$ cat src/rtl/latest_frame_slot_pool_macros.svh
// Assertion macros for the slot pool.
`ifndef LATEST_FRAME_SLOT_POOL_MACROS_SVH
`define LATEST_FRAME_SLOT_POOL_MACROS_SVH
`ifndef SYNTH
`define LFSP_ASSERT_IMP(label, clk, rst_n, a, c) \
	label: assert property (@(posedge clk) disable iff (!rst_n) (a) |-> (c)) \
		else $error("assertion failed");
`define LFSP_ASSERT_NXT(label, clk, rst_n, a, c) \
	label: assert property (@(posedge clk) disable iff (!rst_n) (a) |=> (c)) \
		else $error("assertion failed");
`else
`define LFSP_ASSERT_IMP(label, clk, rst_n, a, c)
`define LFSP_ASSERT_NXT(label, clk, rst_n, a, c)
`endif
`endif

$ cat src/rtl/lfsp_pkg.sv
package lfsp_pkg;

	localparam logic [2:0] ACT_BEGIN   = 3'd0;
	localparam logic [2:0] ACT_FINISH  = 3'd1;
	localparam logic [2:0] ACT_ACQUIRE = 3'd2;
	localparam logic [2:0] ACT_RELEASE = 3'd3;
	localparam logic [2:0] ACT_GET     = 3'd4;

	localparam logic [2:0] PH_FREE    = 3'd0;
	localparam logic [2:0] PH_WRITING = 3'd1;
	localparam logic [2:0] PH_READY   = 3'd2;
	localparam logic [2:0] PH_RUNNING = 3'd3;
	localparam logic [2:0] PH_ERROR   = 3'd4;

	localparam logic [1:0] ST_OK   = 2'd0;
	localparam logic [1:0] ST_NONE = 2'd1;
	localparam logic [1:0] ST_BAD  = 2'd2;

	localparam logic [1:0] REG_ARENA0 = 2'd0;
	localparam logic [1:0] REG_ARENA1 = 2'd1;
	localparam logic [1:0] REG_STRIDE = 2'd2;
	localparam logic [1:0] REG_EXPECT = 2'd3;

	typedef struct packed {
		logic [2:0]  action;
		logic [4:0]  stream;
		logic [63:0] frame_number;
		logic [63:0] capture_time;
		logic [31:0] format_version;
		logic [5:0]  handle_index;
		logic [31:0] handle_generation;
		logic [31:0] written_bytes;
		logic [31:0] write_fault;
		logic [2:0]  worker;
	} req_t;

	typedef struct packed {
		logic [1:0]  status;
		logic [5:0]  slot_index;
		logic [31:0] slot_generation;
		logic [2:0]  slot_state;
		logic [31:0] buf_addr;
		logic [3:0]  holder;
		logic [63:0] slot_frame;
		logic [63:0] slot_timestamp;
		logic [31:0] slot_version;
		logic [31:0] slot_byte_count;
		logic [31:0] slot_error;
		logic [3:0]  slot_stream;
	} rsp_t;

	typedef enum logic [2:0] {
		S_IDLE,
		S_READ,
		S_DECIDE,
		S_OLD,
		S_WRITE
	} state_t;

	// Commands from controller to datapath.
	typedef struct packed {
		logic capture;
		logic decide;
		logic check_old;
		logic commit;
	} cmd_t;

	// Status from datapath to controller.
	typedef struct packed {
		logic need_old;
	} sts_t;

endpackage

$ cat src/rtl/lfsp_ctrl.sv
module lfsp_ctrl (
	input  logic clk,
	input  logic arst_n,
	input  logic start,
	input  lfsp_pkg::sts_t sts,
	output lfsp_pkg::cmd_t cmd,
	output logic busy,
	output logic done
);
	import lfsp_pkg::*;

	state_t state_q, state_d;

	always_ff @(posedge clk or negedge arst_n) begin
		if (!arst_n) state_q <= S_IDLE;
		else state_q <= state_d;
	end

	always_comb begin
		state_d = state_q;
		cmd = '0;
		busy = 1'b1;
		done = 1'b0;
		case (state_q)
			S_IDLE: begin
				busy = 1'b0;
				cmd.capture = start;
				if (start) state_d = S_READ;
			end
			S_READ: state_d = S_DECIDE;
			S_DECIDE: begin
				cmd.decide = 1'b1;
				state_d = sts.need_old ? S_OLD : S_WRITE;
			end
			S_OLD: begin
				cmd.check_old = 1'b1;
				state_d = S_WRITE;
			end
			S_WRITE: begin
				cmd.commit = 1'b1;
				done = 1'b1;
				state_d = S_IDLE;
			end
			default: state_d = S_IDLE;
		endcase
	end
endmodule

$ cat config.mk
export PLATFORM = sky130hd
export DESIGN_NAME = lfsp_ctrl
export DESIGN_NICKNAME = d
export VERILOG_FILES = /design/src/rtl/latest_frame_slot_pool_macros.svh /design/src/rtl/lfsp_pkg.sv /design/src/rtl/lfsp_ctrl.sv
export SDC_FILE = /design/constraint.sdc
export NUM_CORES = 1
export LEC_CHECK = 0
export BUFFER_PORTS_ARGS = -buffer_cell sky130_fd_sc_hd__buf_2
export CELL_PAD_IN_SITES_DETAIL_PLACEMENT = 0
export CELL_PAD_IN_SITES_GLOBAL_PLACEMENT = 1
export CORE_AREA = 2 2 39 41
export DETAILED_ROUTE_END_ITERATION = 8
export DIE_AREA = 0 0 41 43
export PLACE_DENSITY_LB_ADDON = 0.1
export SLEW_MARGIN = 20
export SYNTH_ARGS = -nofsm -noshare
export SYNTH_HDL_FRONTEND = slang
export SYNTH_SLANG_ARGS = --single-unit
$ cat constraint.sdc
create_clock -name clk -period 1.2 [get_ports clk]
set_input_delay 0.12 -clock clk [delete_from_list [all_inputs] [get_ports clk]]
set_output_delay 0.12 -clock clk [all_outputs]
set_load 0.01 [all_outputs]
# == Word-level counts from Yosys, hierarchy flattened ==
# Cells that the tools add are included.
# op_classes
mux,8
n_eq_ne,5
n_reduce_logical,1
# ops
cell,n
3-bit one-hot mux with 4 select lines,1
3-bit by 2-bit == test with 1-bit output (second input constant),2
3-bit 2-to-1 mux,2
1-bit 2-to-1 mux,5
3-bit by 1-bit == test with 1-bit output (second input constant),1
3-bit == test (second input constant),1
3-bit zero test,1
2-bit != test (second input constant),1
# totals
regBits,3
inputBits,4

# == Depth between registers and ports, before layout ==
# Gate-level depths: netlist (run 1).
# logic_depth
depth_word,2
depth_mapped,2

# == Worst setup path after synthesis (run 1) ==
# No wires, ideal clock.
# synth_timing
path_kind,reg2out
startpoint,register state_q[1]
endpoint,output cmd[0] (netlist bit)
path_buffers,1
stages_incl_launch_ff,3
required_time_ns,1.080
path_slack_ns,0.072
arrival_time_ns,1.008
path_cell_list,dfrtp_1 nor3b_1 buf_4
# synth_between
elab_chain_cells,2
# synth_lines
item,line_no,source
start: declaration,lfsp_ctrl.sv:12,"state_t state_q, state_d;"
start signal: assignment,lfsp_ctrl.sv:16,else state_q <= state_d;
3-bit == test,-,
1-bit 2-to-1 mux,-,
end: declaration,lfsp_ctrl.sv:6,"output lfsp_pkg::cmd_t cmd,"
# No other way between the ends.

==> metrics.md, run 1 <==
| Metric | Value |
|---|---|
| Core ar. | 1384 um2 |
| Req. time, crit path | 1.08 ns |
| Cell Area, Synth | 167.7 um2 |
| Failing checks | negative setup slack |
| I/O pins | 10 |
| PwrDens | 2530 nW/um2 |
| Post-synthesis cell count | 18 |
| Syn Area/Cell | 9.315 um2 |
| Critical path cell sequence | or3_4, nor2_2, buf_2 |
| Pwr Total | 762.8 uW |
| Max Cap Viol | 0 |
| Vias per Instance | 3.686 |
| Most frequent cells in the layout | buf_2 (9), buf_4 (4), clkbuf_4 (3), dfrtp_1 (3) |
| Synth area leader | dfrtp_1 |
| CTS root buf | clkbuf_4 |
| Drt pass-1 iters | 1 |
| DR iter-0 viols | 0 |
| Yosys warnings | 0 |
| Reg clk slew, reported paths | 0.04 ns |
| Outcome | complete, but fails checks |
| Fin crit share | 110.1% |
| Most common cell after layout, fill and taps aside | buf_2 |
| Worst Setup Slack, final | -0.1210 ns |
| Syn_nets | 22 |
| WP buf/inv | 1 |
| Area share of the largest cell type after synthesis | 44.78% |
| Routed wire per std cell | 8.235 um |
| Die footprint | 1763 um2 |
| RSZ-0062 raised after global routing | true |
| CP max stage delay | 0.39 ns |
| Vias in the first global route | 156 |
| Hold Vio Cnt, Final | 0 |
| Total GRT Usage | 5.746% |
| Post-Route WL | 420 um |
| Worst setup SP type | register |
| #FFs+latches synth | 3 |
| Post-synth cell types | 12 |
| Setup slack at placement | 0.1079 ns |
| Worst rel slew slack | 83.60% |
| Die X | 41 um |
| IO buf count | 9 |
| Critical path arrival | 1.20 ns |
| CTS tree | done |
| Filler cells | 159 |
| Highest clock rate | 0.7570 GHz |
| Share of cells above drive strength 1 | 57.14% |
| Family with the most delay on the worst path | simple AND/OR/NAND/NOR gates |
| Setup violations, final | 6 |
| Largest cells by area after synthesis | dfrtp_1 (45%), nand2b_1 (7.5%), or3_4 (6.7%) |
| Area Overhead vs Synth | 79.85% |
| Worst Path Max Fanout | 3 |
| Skew final | 0.003390 ns |
| Final setup TNS | -0.2637 ns |
| Setup CP Type | reg2out |
| Initial antenna violation count | 0 |
| Sequential fraction of the synthesis area | 44.78% |
| Via Count | 188 |
| NumNets Final | 40 |
| Worst VDD drop | 0.8823 mV |
| FF+latch area | 75.07 um2 |
| Clock Tree Buf Depth | 2 |
| CTS Buf Count | 3 |
| Hold crit path type | in2reg |
| Crit-path slowest cell | dfrtp_1 |
| # DRC | 0 |
| Area of the multi-input gates | 87.58 um2 |
| Initial Util | 12.12% |
| Post-route ant nets | 0 |
| Worst Setup End Kind | output port |
| Final GP Congestion | 0.6606 |
| Max reg flops | 3 |
| Top reg by flops | state_q |
| Largest net degree at the start of global routing | 5 |
| Worst-Margin Slew | 0.2455 ns |
| Pins Over Slew Limit | 0 |
| Clk sinks | 3 |
| H-tree levels | 1 |
| Min Tclk post-route | 1.321 ns |
| # diodes | 0 |
| First-pass GRT wire length | 621 um |
| Total gr overflow | 0 |
| Post-DP HPWL | 341.9 um |
| Die H | 43 um |
| # rows | 14 |
| Post-layout util | 21.79% |
| Worst-Skew Late Latency | 0.23 ns |
| Leakage Power | 0.0001566 uW |
| Biggest regs | state_q: 3 flops |
## final timing paths
kind | depth (start not counted) | endpoint | start | slack (ns)
max in group asynchronous | 2 | state_q[0] | arst_n | 0.89
min reg2reg | 2 | state_q[1] | state_q[2] | 0.55
min | 2 | state_q[2] | sts | 0.09
max | 3 | cmd[3] | state_q[1] | -0.12
max reg2reg | 4 | state_q[1] | state_q[1] | 0.16
min in group asynchronous | 2 | state_q[2] | arst_n | 0.20
## synth_stat cells (all sizes together)
library cell and number:
a21oi 2, buf 1, nand2b 2, mux2i 1
or3 1, nor3b 1, nor3 1, inv 2
nor2 3, nand3b 1, dfrtp 3
## worst reg2reg max path: stages, from the launching register on
cell and delay (ns):
dfrtp_1 0.39, buf_4 0.16, buf_4 0.13, nand2b_1 0.13
a21oi_1 0.15
## power breakdown
group / switching [uW] / internal [uW] / leakage (uW) / total [uW]
clock: 47.7 / 124 / 0.0000150 / 172
combinational: 189 / 222 / 0.000103 / 412
sequential: 36.3 / 143 / 0.0000389 / 179
total: 273 / 489 / 0.000157 / 763
## through the flow
| step | instance area (um2) | instances | hold slack (ns) |
|---|---|---|---|
| final | 301.5 | 51 | 0.09230 |
| after global placement | 247.7 | 45 | -0.08022 |
| after detailed placement | 247.7 | 45 | -0.08210 |
| after global routing | 301.5 | 51 | 0.08963 |
| after floorplan | 167.7 | 18 | -0.1756 |
| after CTS | 301.5 | 51 | 0.08524 |
## cell families after synthesis
family	count (synthesis)	share of synthesized area [%]
buf+inv	3	8.959
simple gates	9	34.33
mux	1	5.970
compound gates	2	5.970
flops	3	44.77
## timing repair
| item | 4_1_cts | 5_1_grt |
|---|---|---|
| resized for setup | 2 | 0 |
| setup buffers | 1 | 0 |
| hold buffers | 1 | 0 |
| hold endpoints to repair | 3 | 0 |
| setup endpoints to repair | 6 | 6 |
| cloned | 0 | 0 |
| pin swaps | 1 | 1 |
## cell type report
type                    count  area share (%)
multi-input cells          12           29.05
repair buffers             14           28.22
flip-flops and latches      3           24.90
clock buffers               4           8.714
well taps                  16           6.639
inverters                   2           2.490
## per-layer routing
metal	global-route usage, %	routed length [um]	up-vias	part of all wire [%]
met4	4.000	0	0	0
met3	4.712	27	0	6.4
met5	0	0	-	0
met2	7.813	222	5	53
li1	-	-	93	-
met1	5.537	171	90	41
Power figures use the tool's default switching activity.
==> inputs of run 2 (changes only) <==
--- a/config.mk
+++ b/config.mk
@@ -11,6 +11,7 @@
 export CORE_AREA = 2 2 39 41
 export DETAILED_ROUTE_END_ITERATION = 8
 export DIE_AREA = 0 0 41 43
+export GPL_TIMING_DRIVEN = 0
 export PLACE_DENSITY_LB_ADDON = 0.1
 export SLEW_MARGIN = 20
 export SYNTH_ARGS = -nofsm -noshare
==> metrics.md, run 2 (synthesis results as in run 1) <==
| Metric | Value |
|---|---|
| Biggest regs | state_q: 3 flops |
| Die footprint | 1763 um2 |
| Post-Layout Cell Count | 52 |
| Post-route ant nets | 0 |
| I/O pins | 10 |
| Clk sinks | 3 |
| Pins Over Slew Limit | 0 |
| Routed wire per std cell | 8.558 um |
| Post-Route WL | 445 um |
| Post-DP HPWL | 309.5 um |
| CTS Buf Count | 3 |
| Leakage Power | 0.0001621 uW |
| Max Cap Viol | 0 |
| Core ar. | 1384 um2 |
| Total gr overflow | 0 |
| Worst VDD drop | 0.5893 mV |
| Initial Util | 12.12% |
| PwrDens | 2469 nW/um2 |
| Crit-path slowest cell | or3_4 |
| Hold Vio Cnt, Final | 0 |
| # DRC | 0 |
| IO buf count | 9 |
| Highest clock rate | 0.7424 GHz |
| Total GRT Usage | 6.539% |
| Top reg by flops | state_q |
| Critical path arrival | 1.23 ns |
| Worst rel slew slack | 89.97% |
| Setup violations, final | 5 |
| Outcome | complete, but fails checks |
| Clock Tree Buf Depth | 2 |
| First-pass GRT wire length | 710 um |
| Filler cells | 168 |
| CTS tree | done |
| Die X | 41 um |
| FF-to-FF setup slack | 0.15 ns |
| FF+latch area | 77.57 um2 |
| Worst Setup End Kind | output port |
| Via Count | 187 |
| CTS root buf | clkbuf_4 |
| Most frequent cells in the layout | buf_2 (9), buf_4 (5), clkbuf_4 (3) |
| H-tree levels | 1 |
| Hold Crit Depth | 2 |
| Most common cell after layout, fill and taps aside | buf_2 |
| Worst setup SP type | register |
| Worst-Skew Late Latency | 0.23 ns |
| NumNets Final | 41 |
| Worst-Margin Slew | 0.1493 ns |
| Final setup TNS | -0.2877 ns |
| Min-delay src | sts |
| RSZ-0062 raised after global routing | true |
| Worst Setup Slack, final | -0.1470 ns |
| Reg clk slew, reported paths | 0.04 ns |
| Final GP Congestion | 0.6070 |
| Reg2reg end | state_q[1] |
| Share of cells above drive strength 1 | 66.67% |
| Drt pass-1 iters | 2 |
| DR iter-0 viols | 1 |
| Die H | 43 um |
| Setup CP Type | reg2out |
| Skew final | 0.002134 ns |
| Area of the multi-input gates | 92.59 um2 |
| Largest net degree at the start of global routing | 8 |
| # diodes | 0 |
| Vias in the first global route | 188 |
| Critical path cell sequence | or3_4, nor2_2, buf_2 |
| Initial antenna violation count | 0 |
| Req. time, crit path | 1.08 ns |
| Fin crit share | 112.2% |
| Placed cell count | 43 |
| CP max stage delay | 0.40 ns |
| Area Overhead vs Synth | 88.81% |
| Launch point of the worst reg-to-reg path | state_q[1] |
| Vias per Instance | 3.596 |
| Worst Path Max Fanout | 3 |
| Max reg flops | 3 |
| Failing checks | negative setup slack |
| Hold crit path type | in2reg |
| Min Tclk post-route | 1.347 ns |
| # rows | 14 |
| R2R cell count | 4 |
| Hold Path End | state_q[2] |
run 2: changes by cell type in the layout (fill, tap and decap cells not counted), sizes merged:
cell | previous run | this run
buf | 13 | 14
run 2: worst max path at each step:
stage | slack, ns | cells past startpoint | end | startpoint
floorplan | 0.07 | 2 | cmd[0] | state_q[1]
global placement | 0.07 | 3 | cmd[3] | state_q[1]
detailed placement | 0.05 | 3 | cmd[3] | state_q[1]
CTS | -0.16 | 3 | cmd[3] | state_q[2]
global route | -0.19 | 3 | cmd[3] | state_q[1]
finish | -0.15 | 3 | cmd[3] | state_q[2]
run 2: final cells by class:
class / count / share of cell area (%)
timing repair buffer: 14 / 26.88
clock buffer: 4 / 8.300
buffer: 1 / 2.372
multi-input combinational: 12 / 29.25
tap: 16 / 6.324
sequential: 3 / 24.51
inverter: 2 / 2.372
run 2: where the power goes:
group | total [uW] | internal [uW] | switching, uW
clock network | 175 | 124 | 50.3
logic | 405 | 229 | 176
registers | 202 | 148 | 53.2
run 2: timing repair:
action / 4_1_cts / 5_1_grt
resized for setup: 3 / 2
endpoints found under the setup margin: 4 / 6
hold endpoints to repair: 3 / 0
buffers inserted: 4 / 0
hold buffers: 1 / 0
run 2: worst max-delay path: cells and delay by family, from the launching register on:
kind / cells / cell delay (ns)
flops: 1 / 0.39
buf+inv: 1 / 0.13
simple gates: 2 / 0.48
run 2: stage by stage:
stage / setup WS [ns] / total power [uW] / hold WS [ns] / utilization, % / instance area [um2]
final: -0.1470 / 781.5 / 0.09611 / 22.88 / 316.6
after global routing: -0.1893 / 858.8 / 0.1118 / 22.88 / 316.6
after CTS: -0.1620 / 782.6 / 0.09467 / 22.33 / 309.0
after detailed placement: 0.05111 / 496.5 / -0.08340 / 16.82 / 232.7
after global placement: 0.06651 / 496.1 / -0.08333 / 16.82 / 232.7
after floorplan: 0.07159 / 384.8 / -0.1756 / - / 167.7
run 2: routing by layer:
metal	wire length, um	vias to the layer above	GRT usage (%)	share of wire [%]
met5	0	-	0	0
met3	21	0	3.141	4.7
met4	0	0	6.000	0
met1	162	88	5.825	36
li1	-	94	-	-
met2	262	5	10.00	59
==> inputs of run 3 (changes only) <==
==> constraint.sdc (replaced) <==
create_clock -name clk -period 1.67 [get_ports clk]
set_input_delay 0.167 -clock clk [delete_from_list [all_inputs] [get_ports clk]]
set_output_delay 0.167 -clock clk [all_outputs]
set_load 0.01 [all_outputs]
==> metrics.md, run 3 (synthesis results as in run 1) <==
| Metric | Value |
|---|---|
| Largest net degree at the start of global routing | 8 |
| Min Tclk post-route | 1.431 ns |
| Via Count | 168 |
| Worst Setup End Kind | output port |
| DR iter-0 viols | 1 |
| Post-route ant nets | 0 |
| RSZ-0062 raised after global routing | false |
| Final setup TNS | 0 ns |
| Pins Over Slew Limit | 0 |
| Reg clk slew, reported paths | 0.04 ns |
| Worst-Margin Slew | 0.2485 ns |
| Final GP Congestion | 0.6070 |
| Area Overhead vs Synth | 60.45% |
| Top reg by flops | state_q |
| Die footprint | 1763 um2 |
| Hold WS | 0.1454 ns |
| Share of cells above drive strength 1 | 46.88% |
| Hold Vio Cnt, Final | 0 |
| Worst Path Max Fanout | 6 |
| CTS Buf Count | 3 |
| PwrDens | 1768 nW/um2 |
| Max Cap Viol | 0 |
| Total GRT Usage | 5.539% |
| IO buf count | 9 |
| Most frequent cells in the layout | buf_2 (9), clkbuf_4 (3), dfrtp_1 (3) |
| Fin crit share | 85.67% |
| Biggest regs | state_q: 3 flops |
| Routed wire per std cell | 8.042 um |
| # rows | 14 |
| Vias in the first global route | 155 |
| Setup violations, final | 0 |
| CTS tree | done |
| CTS root buf | clkbuf_4 |
| Skew final | 0.001995 ns |
| Highest clock rate | 0.6990 GHz |
| Die X | 41 um |
| NumNets Final | 37 |
| Worst VDD drop | 0.3907 mV |
| Vias per Instance | 3.500 |
| Post-Route WL | 386 um |
| Core ar. | 1384 um2 |
| Drt pass-1 iters | 2 |
| Clk sinks | 3 |
| Hold crit path type | in2reg |
| R2R cell count | 2 |
| Hold Crit Depth | 2 |
| Initial Util | 12.12% |
| Worst setup SP type | register |
| I/O pins | 10 |
| Total gr overflow | 0 |
| Req. time, crit path | 1.50 ns |
| H-tree levels | 1 |
| Post-CTS resize count | 0 |
| # diodes | 0 |
| First-pass GRT wire length | 593 um |
| Die H | 43 um |
| Outcome | finished, final reports clean |
| Most common cell after layout, fill and taps aside | buf_2 |
| Worst-Skew Late Latency | 0.23 ns |
| Initial antenna violation count | 0 |
| Post-DP HPWL | 309.5 um |
| # DRC | 0 |
| Clock Tree Buf Depth | 2 |
| Critical path arrival | 1.26 ns |
| Setup CP Type | reg2out |
| Worst rel slew slack | 83.40% |
| Max reg flops | 3 |
| Leakage Power | 0.0001392 uW |
run 3: cell types whose count changed in the layout (fill, tap and decap cells not counted):
cell | previous run | this run
buf_4 | 5 | 1
dfrtp_1 | 1 | 3
dfrtp_2 | 2 | 0
nand2b_1 | 1 | 2
nand2b_4 | 1 | 0
nor2_1 | 1 | 2
nor2_2 | 2 | 1
nor3b_1 | 0 | 1
nor3b_2 | 1 | 0
run 3: timing repair:
action | in CTS | in global routing
hold endpoints to repair | 3 | 0
hold buffers | 1 | 0
endpoints found under the setup margin | 0 | 0
buffers inserted | 0 | 0
run 3: critical path, cell delays in order, from the launching register on:
cell and delay, ns:
dfrtp_1 0.43, or3_4 0.39, nor2_2 0.08, buf_2 0.13
run 3: layout make-up:
class / count / area, um2
clock buffers: 4 / 26.28
well taps: 16 / 20.02
plain buffers: 1 / 7.507
fillers: 173 / 1115
inverters: 2 / 7.507
flip-flops and latches: 3 / 75.07
multi-input cells: 12 / 77.57
repair buffers: 10 / 55.05
run 3: worst paths after layout:
check,startpoint,end,slack (ns)
max reg2reg,state_q[0],state_q[1],0.85
max in group asynchronous,arst_n,state_q[0],1.31
min reg2reg,state_q[2],state_q[1],0.50
min in group asynchronous,arst_n,state_q[2],0.25
min,sts,state_q[2],0.15
max,state_q[1],cmd[3],0.24
run 3: power by group:
| group | internal, uW | switching [uW] |
|---|---|---|
| logic | 109 | 93.5 |
| clock network | 89.4 | 36.2 |
| registers | 102 | 45.3 |
run 3: layer usage:
layer / part of all wire [%] / up-vias / global-route usage [%]
li1: - / 86 / -
met1: 41 / 77 / 5.195
met2: 53 / 5 / 7.500
met3: 5.7 / 0 / 3.141
met4: 0 / 0 / 6.000
met5: 0 / - / 0
run 3: metrics by stage:
step	utilization (%)	setup WS, ns	area [um2]	power [uW]	std cells
after global routing	19.44	0.1496	269.0	525.3	48
after CTS	19.44	0.2223	269.0	491.2	48
after global placement	16.82	0.4895	232.7	356.5	43
final	19.44	0.2393	269.0	475.7	48
after detailed placement	16.82	0.4741	232.7	356.8	43
after floorplan	-	0.4946	167.7	276.5	18
